### config.mk
export PLATFORM = sky130hd
export DESIGN_NAME = ultrasonic_obstacle_avoid_fsm_flat
export DESIGN_NICKNAME = d
export VERILOG_FILES = /design/src/rtl/uoa_pkg.sv /design/src/rtl/uoa_if.sv /design/src/rtl/uoa_sensor_bank.sv /design/src/rtl/uoa_mode_fsm.sv /design/src/rtl/ultrasonic_obstacle_avoid_fsm.sv /design/src/flat_wrapper.sv
export SDC_FILE = /design/constraint.sdc
export NUM_CORES = 1
export LEC_CHECK = 0
export BUFFER_PORTS_ARGS = -buffer_cell sky130_fd_sc_hd__buf_2
export CAP_MARGIN = 30
export CORE_UTILIZATION = 51
export CTS_BUF_LIST = sky130_fd_sc_hd__clkbuf_4
export DETAILED_ROUTE_END_ITERATION = 16
export GPL_TIMING_DRIVEN = 0
export MAX_ROUTING_LAYER = met4
export PLACE_DENSITY = 0.68
export SLEW_MARGIN = 20
export SYNTH_ARGS = -nofsm -noshare
export SYNTH_HDL_FRONTEND = slang
export SYNTH_HIERARCHICAL = 1
export SYNTH_SLANG_ARGS = --single-unit
### constraint.sdc
create_clock -name clk -period 6.3 [get_ports clk]
set_clock_uncertainty 0.15 [all_clocks]
set_input_delay 0.63 -clock clk [delete_from_list [all_inputs] [get_ports clk]]
set_output_delay 0.63 -clock clk [all_outputs]
set_load 0.01 [all_outputs]
### src/rtl/uoa_pkg.sv
// shared types, codes and helper functions for the obstacle avoider
`default_nettype none

package uoa_pkg;

    // stored distance width
    localparam int DIST_WIDTH = 16;
    // common width for distance compares
    localparam int CMP_WIDTH = 32;

    localparam int CFG_INDEX_WIDTH = 3;
    localparam int CFG_DATA_WIDTH  = 16;

    // request types
    localparam logic [1:0] REQ_READING = 2'd0;
    localparam logic [1:0] REQ_TICK    = 2'd1;
    localparam logic [1:0] REQ_STEP    = 2'd2;

    // sensor selects
    localparam logic [1:0] SEN_LEFT  = 2'd0;
    localparam logic [1:0] SEN_RIGHT = 2'd1;
    localparam logic [1:0] SEN_FRONT = 2'd2;

    // register indexes
    localparam logic [CFG_INDEX_WIDTH-1:0] CFG_FRONT_THRESHOLD = 3'd0;
    localparam logic [CFG_INDEX_WIDTH-1:0] CFG_MIN_VALID       = 3'd1;
    localparam logic [CFG_INDEX_WIDTH-1:0] CFG_FORWARD_SPEED   = 3'd2;
    localparam logic [CFG_INDEX_WIDTH-1:0] CFG_TURN_RATE       = 3'd3;
    localparam logic [CFG_INDEX_WIDTH-1:0] CFG_TURN_TIME       = 3'd4;

    // mode codes as seen on the result
    localparam logic [1:0] CODE_STOP    = 2'd0;
    localparam logic [1:0] CODE_FORWARD = 2'd1;
    localparam logic [1:0] CODE_LEFT    = 2'd2;
    localparam logic [1:0] CODE_RIGHT   = 2'd3;

    localparam logic [15:0] TIMER_MAX = 16'hFFFF;

    typedef enum logic [3:0] {
        MODE_STOP    = 4'b0001,
        MODE_FORWARD = 4'b0010,
        MODE_LEFT    = 4'b0100,
        MODE_RIGHT   = 4'b1000
    } mode_t;

    typedef logic [DIST_WIDTH-1:0] dist_t;

    typedef struct packed {
        logic [15:0] front_threshold_mm;
        logic [15:0] min_valid_mm;
        logic [15:0] forward_speed;
        logic [14:0] turn_rate;
        logic [15:0] turn_time_ms;
    } cfg_t;

    // write and tick controls into the sensor bank
    typedef struct packed {
        logic  wr_en;
        logic  [1:0] sel;
        dist_t wr_dist;
        logic  tick;
    } bank_ctrl_t;

    // stored readings and timer out of the sensor bank
    typedef struct packed {
        dist_t       left;
        dist_t       right;
        dist_t       front;
        logic [15:0] turn_elapsed_ms;
    } sense_t;

    // status out of the mode machine
    typedef struct packed {
        mode_t mode;
        logic  timer_clear;
    } fsm_stat_t;

    function automatic dist_t dist_fit(input logic [15:0] raw);
        logic [31:0] wide;
        wide = 32'(raw);
        return wide[DIST_WIDTH-1:0];
    endfunction

    function automatic logic [CMP_WIDTH-1:0] widen(input dist_t d);
        return CMP_WIDTH'(d);
    endfunction

    function automatic logic [1:0] mode_code(input mode_t m);
        logic [1:0] code;
        unique case (m)
            MODE_STOP:    code = CODE_STOP;
            MODE_FORWARD: code = CODE_FORWARD;
            MODE_LEFT:    code = CODE_LEFT;
            MODE_RIGHT:   code = CODE_RIGHT;
            default:      code = CODE_STOP;
        endcase
        return code;
    endfunction

endpackage

`default_nettype wire

### src/rtl/uoa_if.sv
// item channel interfaces for commands in and velocity results out
`default_nettype none

interface uoa_cmd_if;
    logic        valid;
    logic        ready;
    logic [1:0]  req_type;
    logic [1:0]  sensor_select;
    logic [15:0] distance_mm;

    modport source (output valid, output req_type, output sensor_select,
                    output distance_mm, input ready);
    modport sink   (input valid, input req_type, input sensor_select,
                    input distance_mm, output ready);
endinterface

interface uoa_vel_if;
    logic               valid;
    logic               ready;
    logic        [15:0] linear_speed;
    logic signed [15:0] angular_speed;
    logic        [1:0]  mode_now;

    modport source (output valid, output linear_speed, output angular_speed,
                    output mode_now, input ready);
    modport sink   (input valid, input linear_speed, input angular_speed,
                    input mode_now, output ready);
endinterface

`default_nettype wire

### src/rtl/uoa_sensor_bank.sv
// distance registers for left, right and front plus the saturating turn timer
`default_nettype none

module uoa_sensor_bank (
    input  wire                 clk,
    input  wire                 rst_n,
    input  uoa_pkg::bank_ctrl_t ctrl,
    input  wire                 timer_clear,
    output uoa_pkg::sense_t     sense
);

    uoa_pkg::dist_t left_reg, left_next;
    uoa_pkg::dist_t right_reg, right_next;
    uoa_pkg::dist_t front_reg, front_next;
    logic [15:0]    timer_reg, timer_next;

    always_comb
    begin
        left_next  = left_reg;
        right_next = right_reg;
        front_next = front_reg;
        timer_next = timer_reg;
        if (ctrl.wr_en)
        begin
            unique case (ctrl.sel)
                uoa_pkg::SEN_LEFT:  left_next  = ctrl.wr_dist;
                uoa_pkg::SEN_RIGHT: right_next = ctrl.wr_dist;
                uoa_pkg::SEN_FRONT: front_next = ctrl.wr_dist;
                default: ;  // unknown sensor, dropped
            endcase
        end
        if (timer_clear)
        begin
            timer_next = '0;
        end
        else if (ctrl.tick && timer_reg != uoa_pkg::TIMER_MAX)
        begin
            timer_next = timer_reg + 16'd1;
        end
    end

    always_ff @(posedge clk or negedge rst_n)
    begin
        if (!rst_n)
        begin
            left_reg  <= '0;
            right_reg <= '0;
            front_reg <= '0;
            timer_reg <= '0;
        end
        else
        begin
            left_reg  <= left_next;
            right_reg <= right_next;
            front_reg <= front_next;
            timer_reg <= timer_next;
        end
    end

    assign sense.left            = left_reg;
    assign sense.right           = right_reg;
    assign sense.front           = front_reg;
    assign sense.turn_elapsed_ms = timer_reg;

endmodule

`default_nettype wire

### src/rtl/uoa_mode_fsm.sv
// mode state machine and registered velocity result
`default_nettype none

module uoa_mode_fsm (
    input  wire                       clk,
    input  wire                       rst_n,
    input  wire                       step,
    input  uoa_pkg::cfg_t             cfg,
    input  uoa_pkg::sense_t           sense,
    input  wire                       out_ready,
    output logic                      out_valid,
    output logic               [15:0] linear_speed,
    output logic signed        [15:0] angular_speed,
    output logic               [1:0]  mode_now,
    output uoa_pkg::fsm_stat_t        stat
);

    uoa_pkg::mode_t     mode_reg, mode_next;
    logic               valid_reg, valid_next;
    logic        [15:0] lin_reg, lin_next;
    logic signed [15:0] ang_reg, ang_next;
    logic        [1:0]  code_reg, code_next;
    logic               clear;

    logic [uoa_pkg::CMP_WIDTH-1:0] f, l, r, mv, thr;
    logic        [15:0] rate_w;
    logic               obstacle, go_left;

    always_comb
    begin
        f      = uoa_pkg::widen(sense.front);
        l      = uoa_pkg::widen(sense.left);
        r      = uoa_pkg::widen(sense.right);
        mv     = uoa_pkg::CMP_WIDTH'(cfg.min_valid_mm);
        thr    = uoa_pkg::CMP_WIDTH'(cfg.front_threshold_mm);
        rate_w = {1'b0, cfg.turn_rate};
        obstacle = (mv < f) && (thr > f);
        go_left  = ((mv < r) && (l > r)) || ((mv > l) && (r > l));
    end

    always_comb
    begin
        mode_next  = mode_reg;
        clear      = 1'b0;
        valid_next = valid_reg && !out_ready;
        lin_next   = lin_reg;
        ang_next   = ang_reg;
        code_next  = code_reg;
        if (step)
        begin
            valid_next = 1'b1;
            lin_next   = '0;
            ang_next   = '0;
            code_next  = uoa_pkg::mode_code(mode_reg);
            unique case (mode_reg) inside
                uoa_pkg::MODE_STOP:
                begin
                    mode_next = uoa_pkg::MODE_FORWARD;
                end
                uoa_pkg::MODE_FORWARD:
                begin
                    lin_next = cfg.forward_speed;
                    if (obstacle)
                    begin
                        mode_next = go_left ? uoa_pkg::MODE_LEFT : uoa_pkg::MODE_RIGHT;
                        clear     = 1'b1;
                    end
                end
                uoa_pkg::MODE_LEFT, uoa_pkg::MODE_RIGHT:
                begin
                    ang_next = (mode_reg == uoa_pkg::MODE_LEFT) ? signed'(rate_w)
                                                                : signed'(16'd0 - rate_w);
                    if (sense.turn_elapsed_ms >= cfg.turn_time_ms)
                    begin
                        mode_next = uoa_pkg::MODE_FORWARD;
                    end
                end
                default:
                begin
                    mode_next = uoa_pkg::MODE_STOP;
                end
            endcase
        end
    end

    always_ff @(posedge clk or negedge rst_n)
    begin
        if (!rst_n)
        begin
            mode_reg  <= uoa_pkg::MODE_STOP;
            valid_reg <= 1'b0;
        end
        else
        begin
            mode_reg  <= mode_next;
            valid_reg <= valid_next;
        end
    end

    always_ff @(posedge clk)
    begin
        lin_reg  <= lin_next;
        ang_reg  <= ang_next;
        code_reg <= code_next;
    end

    assign out_valid        = valid_reg;
    assign linear_speed     = lin_reg;
    assign angular_speed    = ang_reg;
    assign mode_now         = code_reg;
    assign stat.mode        = mode_reg;
    assign stat.timer_clear = clear;

endmodule

`default_nettype wire

### src/rtl/ultrasonic_obstacle_avoid_fsm.sv
// top level of the ultrasonic obstacle avoider: config registers, sensor bank, mode machine
//
// channel  dir  handshake     payload
// cmd      in   valid/ready   req_type, sensor_select, distance_mm
// vel      out  valid/ready   linear_speed, angular_speed, mode_now
// cfg      in   cfg_we only   cfg_index, cfg_data
//
// one item is accepted per cycle while cmd.ready is high; a step item shows its result in the next cycle
// readings and ticks update state at the accept edge and give no result
// cmd.ready drops only while a result waits and vel.ready is low
// reset: mode stop, distances and timer zero, registers at their defaults
`default_nettype none

module ultrasonic_obstacle_avoid_fsm (
    input  wire                                    clk,
    input  wire                                    rst_n,
    uoa_cmd_if.sink                                cmd,
    uoa_vel_if.source                              vel,
    input  wire                                    cfg_we,
    input  wire [uoa_pkg::CFG_INDEX_WIDTH-1:0]     cfg_index,
    input  wire [uoa_pkg::CFG_DATA_WIDTH-1:0]      cfg_data
);

    uoa_pkg::cfg_t      cfg_reg, cfg_next;
    uoa_pkg::bank_ctrl_t bank_ctrl;
    uoa_pkg::sense_t    sense;
    uoa_pkg::fsm_stat_t stat;
    logic               accept;
    logic               step;
    logic               out_valid;

    // register file, writes to unused indexes are dropped
    always_comb
    begin
        cfg_next = cfg_reg;
        if (cfg_we)
        begin
            unique case (cfg_index)
                uoa_pkg::CFG_FRONT_THRESHOLD: cfg_next.front_threshold_mm = cfg_data;
                uoa_pkg::CFG_MIN_VALID:       cfg_next.min_valid_mm       = cfg_data;
                uoa_pkg::CFG_FORWARD_SPEED:   cfg_next.forward_speed      = cfg_data;
                uoa_pkg::CFG_TURN_RATE:       cfg_next.turn_rate          = cfg_data[14:0];
                uoa_pkg::CFG_TURN_TIME:       cfg_next.turn_time_ms       = cfg_data;
                default: ;
            endcase
        end
    end

    always_ff @(posedge clk or negedge rst_n)
    begin
        if (!rst_n)
        begin
            cfg_reg.front_threshold_mm <= 16'd500;
            cfg_reg.min_valid_mm       <= 16'd10;
            cfg_reg.forward_speed      <= 16'd100;
            cfg_reg.turn_rate          <= 15'd280;
            cfg_reg.turn_time_ms       <= 16'd1945;
        end
        else
        begin
            cfg_reg <= cfg_next;
        end
    end

    // take a new item unless a finished result is stuck at the output
    assign cmd.ready = !out_valid || vel.ready;
    assign accept    = cmd.valid && cmd.ready;
    // request type three is dropped without a result
    assign step      = accept && (cmd.req_type == uoa_pkg::REQ_STEP);

    assign bank_ctrl.wr_en   = accept && (cmd.req_type == uoa_pkg::REQ_READING);
    assign bank_ctrl.sel     = cmd.sensor_select;
    assign bank_ctrl.wr_dist = uoa_pkg::dist_fit(cmd.distance_mm);
    assign bank_ctrl.tick    = accept && (cmd.req_type == uoa_pkg::REQ_TICK);

    uoa_sensor_bank u_bank (
        .clk         (clk),
        .rst_n       (rst_n),
        .ctrl        (bank_ctrl),
        .timer_clear (stat.timer_clear),
        .sense       (sense)
    );

    uoa_mode_fsm u_fsm (
        .clk           (clk),
        .rst_n         (rst_n),
        .step          (step),
        .cfg           (cfg_reg),
        .sense         (sense),
        .out_ready     (vel.ready),
        .out_valid     (out_valid),
        .linear_speed  (vel.linear_speed),
        .angular_speed (vel.angular_speed),
        .mode_now      (vel.mode_now),
        .stat          (stat)
    );

    assign vel.valid = out_valid;

    // a step always lands in the output register
    a_step_gives_result: assert property (@(posedge clk) disable iff (!rst_n)
        step |=> vel.valid)
        else $error("step item did not produce a result");

    // linear speed only in forward
    a_lin_only_forward: assert property (@(posedge clk) disable iff (!rst_n)
        (vel.valid && vel.mode_now != uoa_pkg::CODE_FORWARD) |-> (vel.linear_speed == 16'd0))
        else $error("linear speed outside forward");

    // angular speed only while turning
    a_ang_only_turn: assert property (@(posedge clk) disable iff (!rst_n)
        (vel.valid && (vel.mode_now == uoa_pkg::CODE_STOP ||
                       vel.mode_now == uoa_pkg::CODE_FORWARD))
        |-> (vel.angular_speed == 16'sd0))
        else $error("angular speed outside a turn");

    // a turn starts with a cleared timer
    a_turn_clears_timer: assert property (@(posedge clk) disable iff (!rst_n)
        ($past(stat.mode) == uoa_pkg::MODE_FORWARD &&
         (stat.mode == uoa_pkg::MODE_LEFT || stat.mode == uoa_pkg::MODE_RIGHT))
        |-> (sense.turn_elapsed_ms == 16'd0))
        else $error("turn started without clearing the timer");

endmodule

`default_nettype wire
### src/flat_wrapper.sv
// flat-port wrapper written by rule: the top's interface ports become plain ports
module ultrasonic_obstacle_avoid_fsm_flat 
  (clk, rst_n, cfg_we, cfg_index, cfg_data, cmd_valid, cmd_req_type, cmd_sensor_select, cmd_distance_mm, cmd_ready, vel_valid, vel_linear_speed, vel_angular_speed, vel_mode_now, vel_ready);
  uoa_cmd_if cmd_i ();
  uoa_vel_if vel_i ();
  input  wire clk;
  input  wire rst_n;
  input  wire cfg_we;
  input  wire [uoa_pkg::CFG_INDEX_WIDTH-1:0] cfg_index;
  input  wire [uoa_pkg::CFG_DATA_WIDTH-1:0] cfg_data;
  input wire logic [$bits(cmd_i.valid)-1:0] cmd_valid;
  input wire logic [$bits(cmd_i.req_type)-1:0] cmd_req_type;
  input wire logic [$bits(cmd_i.sensor_select)-1:0] cmd_sensor_select;
  input wire logic [$bits(cmd_i.distance_mm)-1:0] cmd_distance_mm;
  output wire logic [$bits(cmd_i.ready)-1:0] cmd_ready;
  output wire logic [$bits(vel_i.valid)-1:0] vel_valid;
  output wire logic [$bits(vel_i.linear_speed)-1:0] vel_linear_speed;
  output wire logic [$bits(vel_i.angular_speed)-1:0] vel_angular_speed;
  output wire logic [$bits(vel_i.mode_now)-1:0] vel_mode_now;
  input wire logic [$bits(vel_i.ready)-1:0] vel_ready;
  assign cmd_i.valid = cmd_valid;
  assign cmd_i.req_type = cmd_req_type;
  assign cmd_i.sensor_select = cmd_sensor_select;
  assign cmd_i.distance_mm = cmd_distance_mm;
  assign cmd_ready = cmd_i.ready;
  assign vel_valid = vel_i.valid;
  assign vel_linear_speed = vel_i.linear_speed;
  assign vel_angular_speed = vel_i.angular_speed;
  assign vel_mode_now = vel_i.mode_now;
  assign vel_i.ready = vel_ready;
  ultrasonic_obstacle_avoid_fsm u_core (.clk(clk), .rst_n(rst_n), .cmd(cmd_i), .vel(vel_i), .cfg_we(cfg_we), .cfg_index(cfg_index), .cfg_data(cfg_data));
endmodule
==> results.md <==
- Status: finished clean
- CTS Root Cell: clkbuf_4
- Initial antenna violation count: 1
- Max reg flops: ~80
- Top_reg_cell synth: dfrtp_1
- Mapped Cells: 818
- Clk sinks: around 180
- Design area: 10900 sq um
- Syn Nets: 958
- Area of the multi-input gates: around 4600 sq um
- Sequential share of power: roughly half
- Internal power: 2.15 mW
- Post-route ant nets: 0
- RSZ-0062 raised after global routing: false
- Ys async rst share: between 80% and 90%
- Fin. max-slew vios: 0
- CTS buffer count: 17
- Synth Area per Inst: 12.0 sq um
- Synth area leaders: dfrtp_1, mux2_2, ha_1
- Die ar.: approximately 20000 sq um
- Setup crit end kind: flip-flop
- Number of DRC markers in iteration 0: between 300 and 400
- Total net switching power: 1.12 mW
- Core Util, Final: 57.9%
- Max-cap violations: 0
- Post-synth EDFFs: 34
- Cell Area, Placed: about 11000 sq um
- Ports: 80
- Largest net degree at the start of global routing: 95
- Wirelength per Cell: about 17 um
- Fin. Hold Viols: 0
- Syn. warnings: 6
- Mapped cell area: roughly 9800 sq um
- Via-per-instance ratio: roughly 5.5
- DR vias: 6470
- Register area: 4750 sq um
- Slowest CP cell: dfstp_2
- Critical path class: reg -> reg
- Crit-path cells: ha_1, a21boi_0, o21a_1, o311ai_0, nand4_1, or2_2, inv_1, buf_4, buf_1, clkbuf_1, nor2_1
- Synth cell types: 69
- Hold crit path type: in -> reg
- Switching Share: between 30% and 40%
- Initial Util: between 50% and 60%
- Fraction of the cycle the final worst path needs: 55.4%
- Post-synthesis sequential area ratio: between 40% and 50%
- GRT Total Usage: 22.0%
- Post-synth top area share: about a third
- Placed cells: 1136
- Combinational power share: a little under a third
- Post-route insts no fill: ~1200
- Slew Limit Headroom: 33.0%
- Critical-path maximum fanout: 10
- Yosys reg bits: 182
- Arrival @ worst endpoint: between 3 and 4 ns
- I/O Buffers: 79
- Clock Latency Late Sink: between 0.5 and 0.6 ns
- Final setup TNS: 0 ns
- Startpoint Class: flip-flop
- Worst-case clock buffer depth: 2
- Routed WL: between 15 and 20 mm
- CTS tree: yes
- Worst VDD drop: about 160 uV
- Clk slew on worst S/H paths: 0.16 ns
- Lkg Pwr: between 5 and 6 nW
- Drt first pass iters: 5
- Power Density: ~300 nW/um^2
- Max Fclk: 0.287 GHz
- # rows: 50
- Die width: roughly 140 um
- Setup-failing EPs final: 0
- CP required: approximately 6.6 ns
- Fillers: roughly 1600
- Yosys top cell by area: dfrtp_1
- Clock share of power: about a fifth
- Min Tclk post-route: 3.49 ns
- Max incr delay on CP: roughly 0.59 ns
- Core outline area: roughly 19000 sq um
- Die H: approximately 140 um
- First-pass GRT wire length: 32.8 mm
- Slew at the pin closest to its max-slew limit: 0.991 ns
- Setup WS post-layout: between 2 and 3 ns
- DRC Markers: 0
- Hold Slack: 0.163 ns
- Vias in the first global route: ~6400
- Hpwl dp: roughly 15 mm
- Final Wtd Congestion: around 0.87
- Fin nets: between 1000 and 1500
- Area growth, synth to finish: 11.0%
- Overall Power: around 3.3 mW
- Global route overflow: 0
- CTS H-tree depth: 4
- Share of cells above drive strength 1: 32.1%
- Place WS: around 2.8 ns
## repair_timing
item	CTS	global route
endpoints found under the hold margin	79	0
setup buffers	0	0
hold buffers	1	0
setup endpoints to repair	0	0
gates resized for setup	0	0
## layout make-up
class,instances,area share [%]
inverter,74,2.55
clock buffer,18,1.24
sequential,182,43.7
timing repair buffer,85,4.43
clock inverter,14,1.31
buffer,22,1.53
tap,234,2.69
antenna,1,0.0230
multi-input combinational,540,42.5
## cells in the final DEF, fill, tap and decap left out, types with 5 or more instances in the layout
cell,n
mux2_2,127
dfrtp_1,126
ha_1,96
buf_2,83
inv_1,74
nor2_1,36
a21oi_1,35
edfxtp_1,34
nand2_1,32
o21ai_0,31
dfstp_2,22
nand4_1,20
clkbuf_4,18
a21o_1,18
and2_1,17
nor3_1,11
xor2_1,10
nand3_1,9
buf_6,8
clkbuf_1,7
o211ai_1,6
nand3b_1,5
a31oi_1,5
o31ai_1,5
## final timing paths
kind                                    startpoint                          to  slack [ns]  cells after the start
min in group asynchronous                    rst_n          u_core/cfg_reg[28]        0.49                      2
worst min register to register  u_core/cfg_reg[32]          u_core/cfg_reg[32]        0.37                      1
max in group asynchronous                    rst_n          u_core/cfg_reg[48]        4.73                      3
worst max-delay path            u_core/cfg_reg[48]  u_core/u_bank/timer_reg[3]        2.81                     11
worst min-delay path            cmd_distance_mm[5]   u_core/u_bank/left_reg[5]        0.16                      2
worst max register to register  u_core/cfg_reg[48]  u_core/u_bank/timer_reg[3]        2.81                     11
## metal layers
metal  track usage [%]  vias to the layer above  share of wire (%)
met5                 -                        -                  0
li1                  -                     3180                  -
met4              5.89                        0                1.9
met1              28.4                     3149                 47
met2              35.6                      119                 48
met3              4.25                       22                3.1
## power groups by stage
stage	registers [mW]	clock network, mW	logic [mW]
after global routing	1.66	0.704	1.15
after global placement	1.64	0	0.965
final	1.62	0.633	1.01
after detailed placement	1.65	0	1.01
after CTS	1.62	0.658	1.01
after floorplan	1.59	0	0.748
## logic make-up (layout without fill, tap and decap cells)
group,after synthesis,after routing,share of synthesized area (%)
buf+inv,96,213,4.53
compound gates,130,130,8.49
flops,182,182,48.5
simple gates,169,169,9.90
fa+ha+maj,96,96,12.3
other cells,0,1,0
xor+xnor,14,14,1.25
mux,131,131,15.1
## worst max-delay path, delay by kind of cell, from the launching register on
kind / cells / cell delay [ns]
fa+ha+maj: 1 / 0.23
flops: 1 / 0.59
simple gates: 3 / 0.77
buf+inv: 4 / 0.90
compound gates: 3 / 0.75
## Yosys cell counts, types with 3 or more instances
master    number
nor2_1        36
nand2b_1       3
buf_2          4
o21ai_0       31
xnor2_1        4
a31oi_1        5
a21oi_1       35
buf_6          7
xor2_1        10
nor4_1         4
a221oi_1       3
inv_1         74
mux2i_1        3
nand3_1        9
mux2_2       127
dfrtp_1      126
nand3b_1       5
and3_1         3
o31ai_1        5
and2_1        17
ha_1          96
a21o_1        18
clkbuf_1       7
nand4_1       20
o21ai_1        3
o211ai_1       6
nor4b_1        3
nand2_1       32
dfstp_2       22
nor3_1        11
edfxtp_1      34
(Power assumes the default switching activity.)
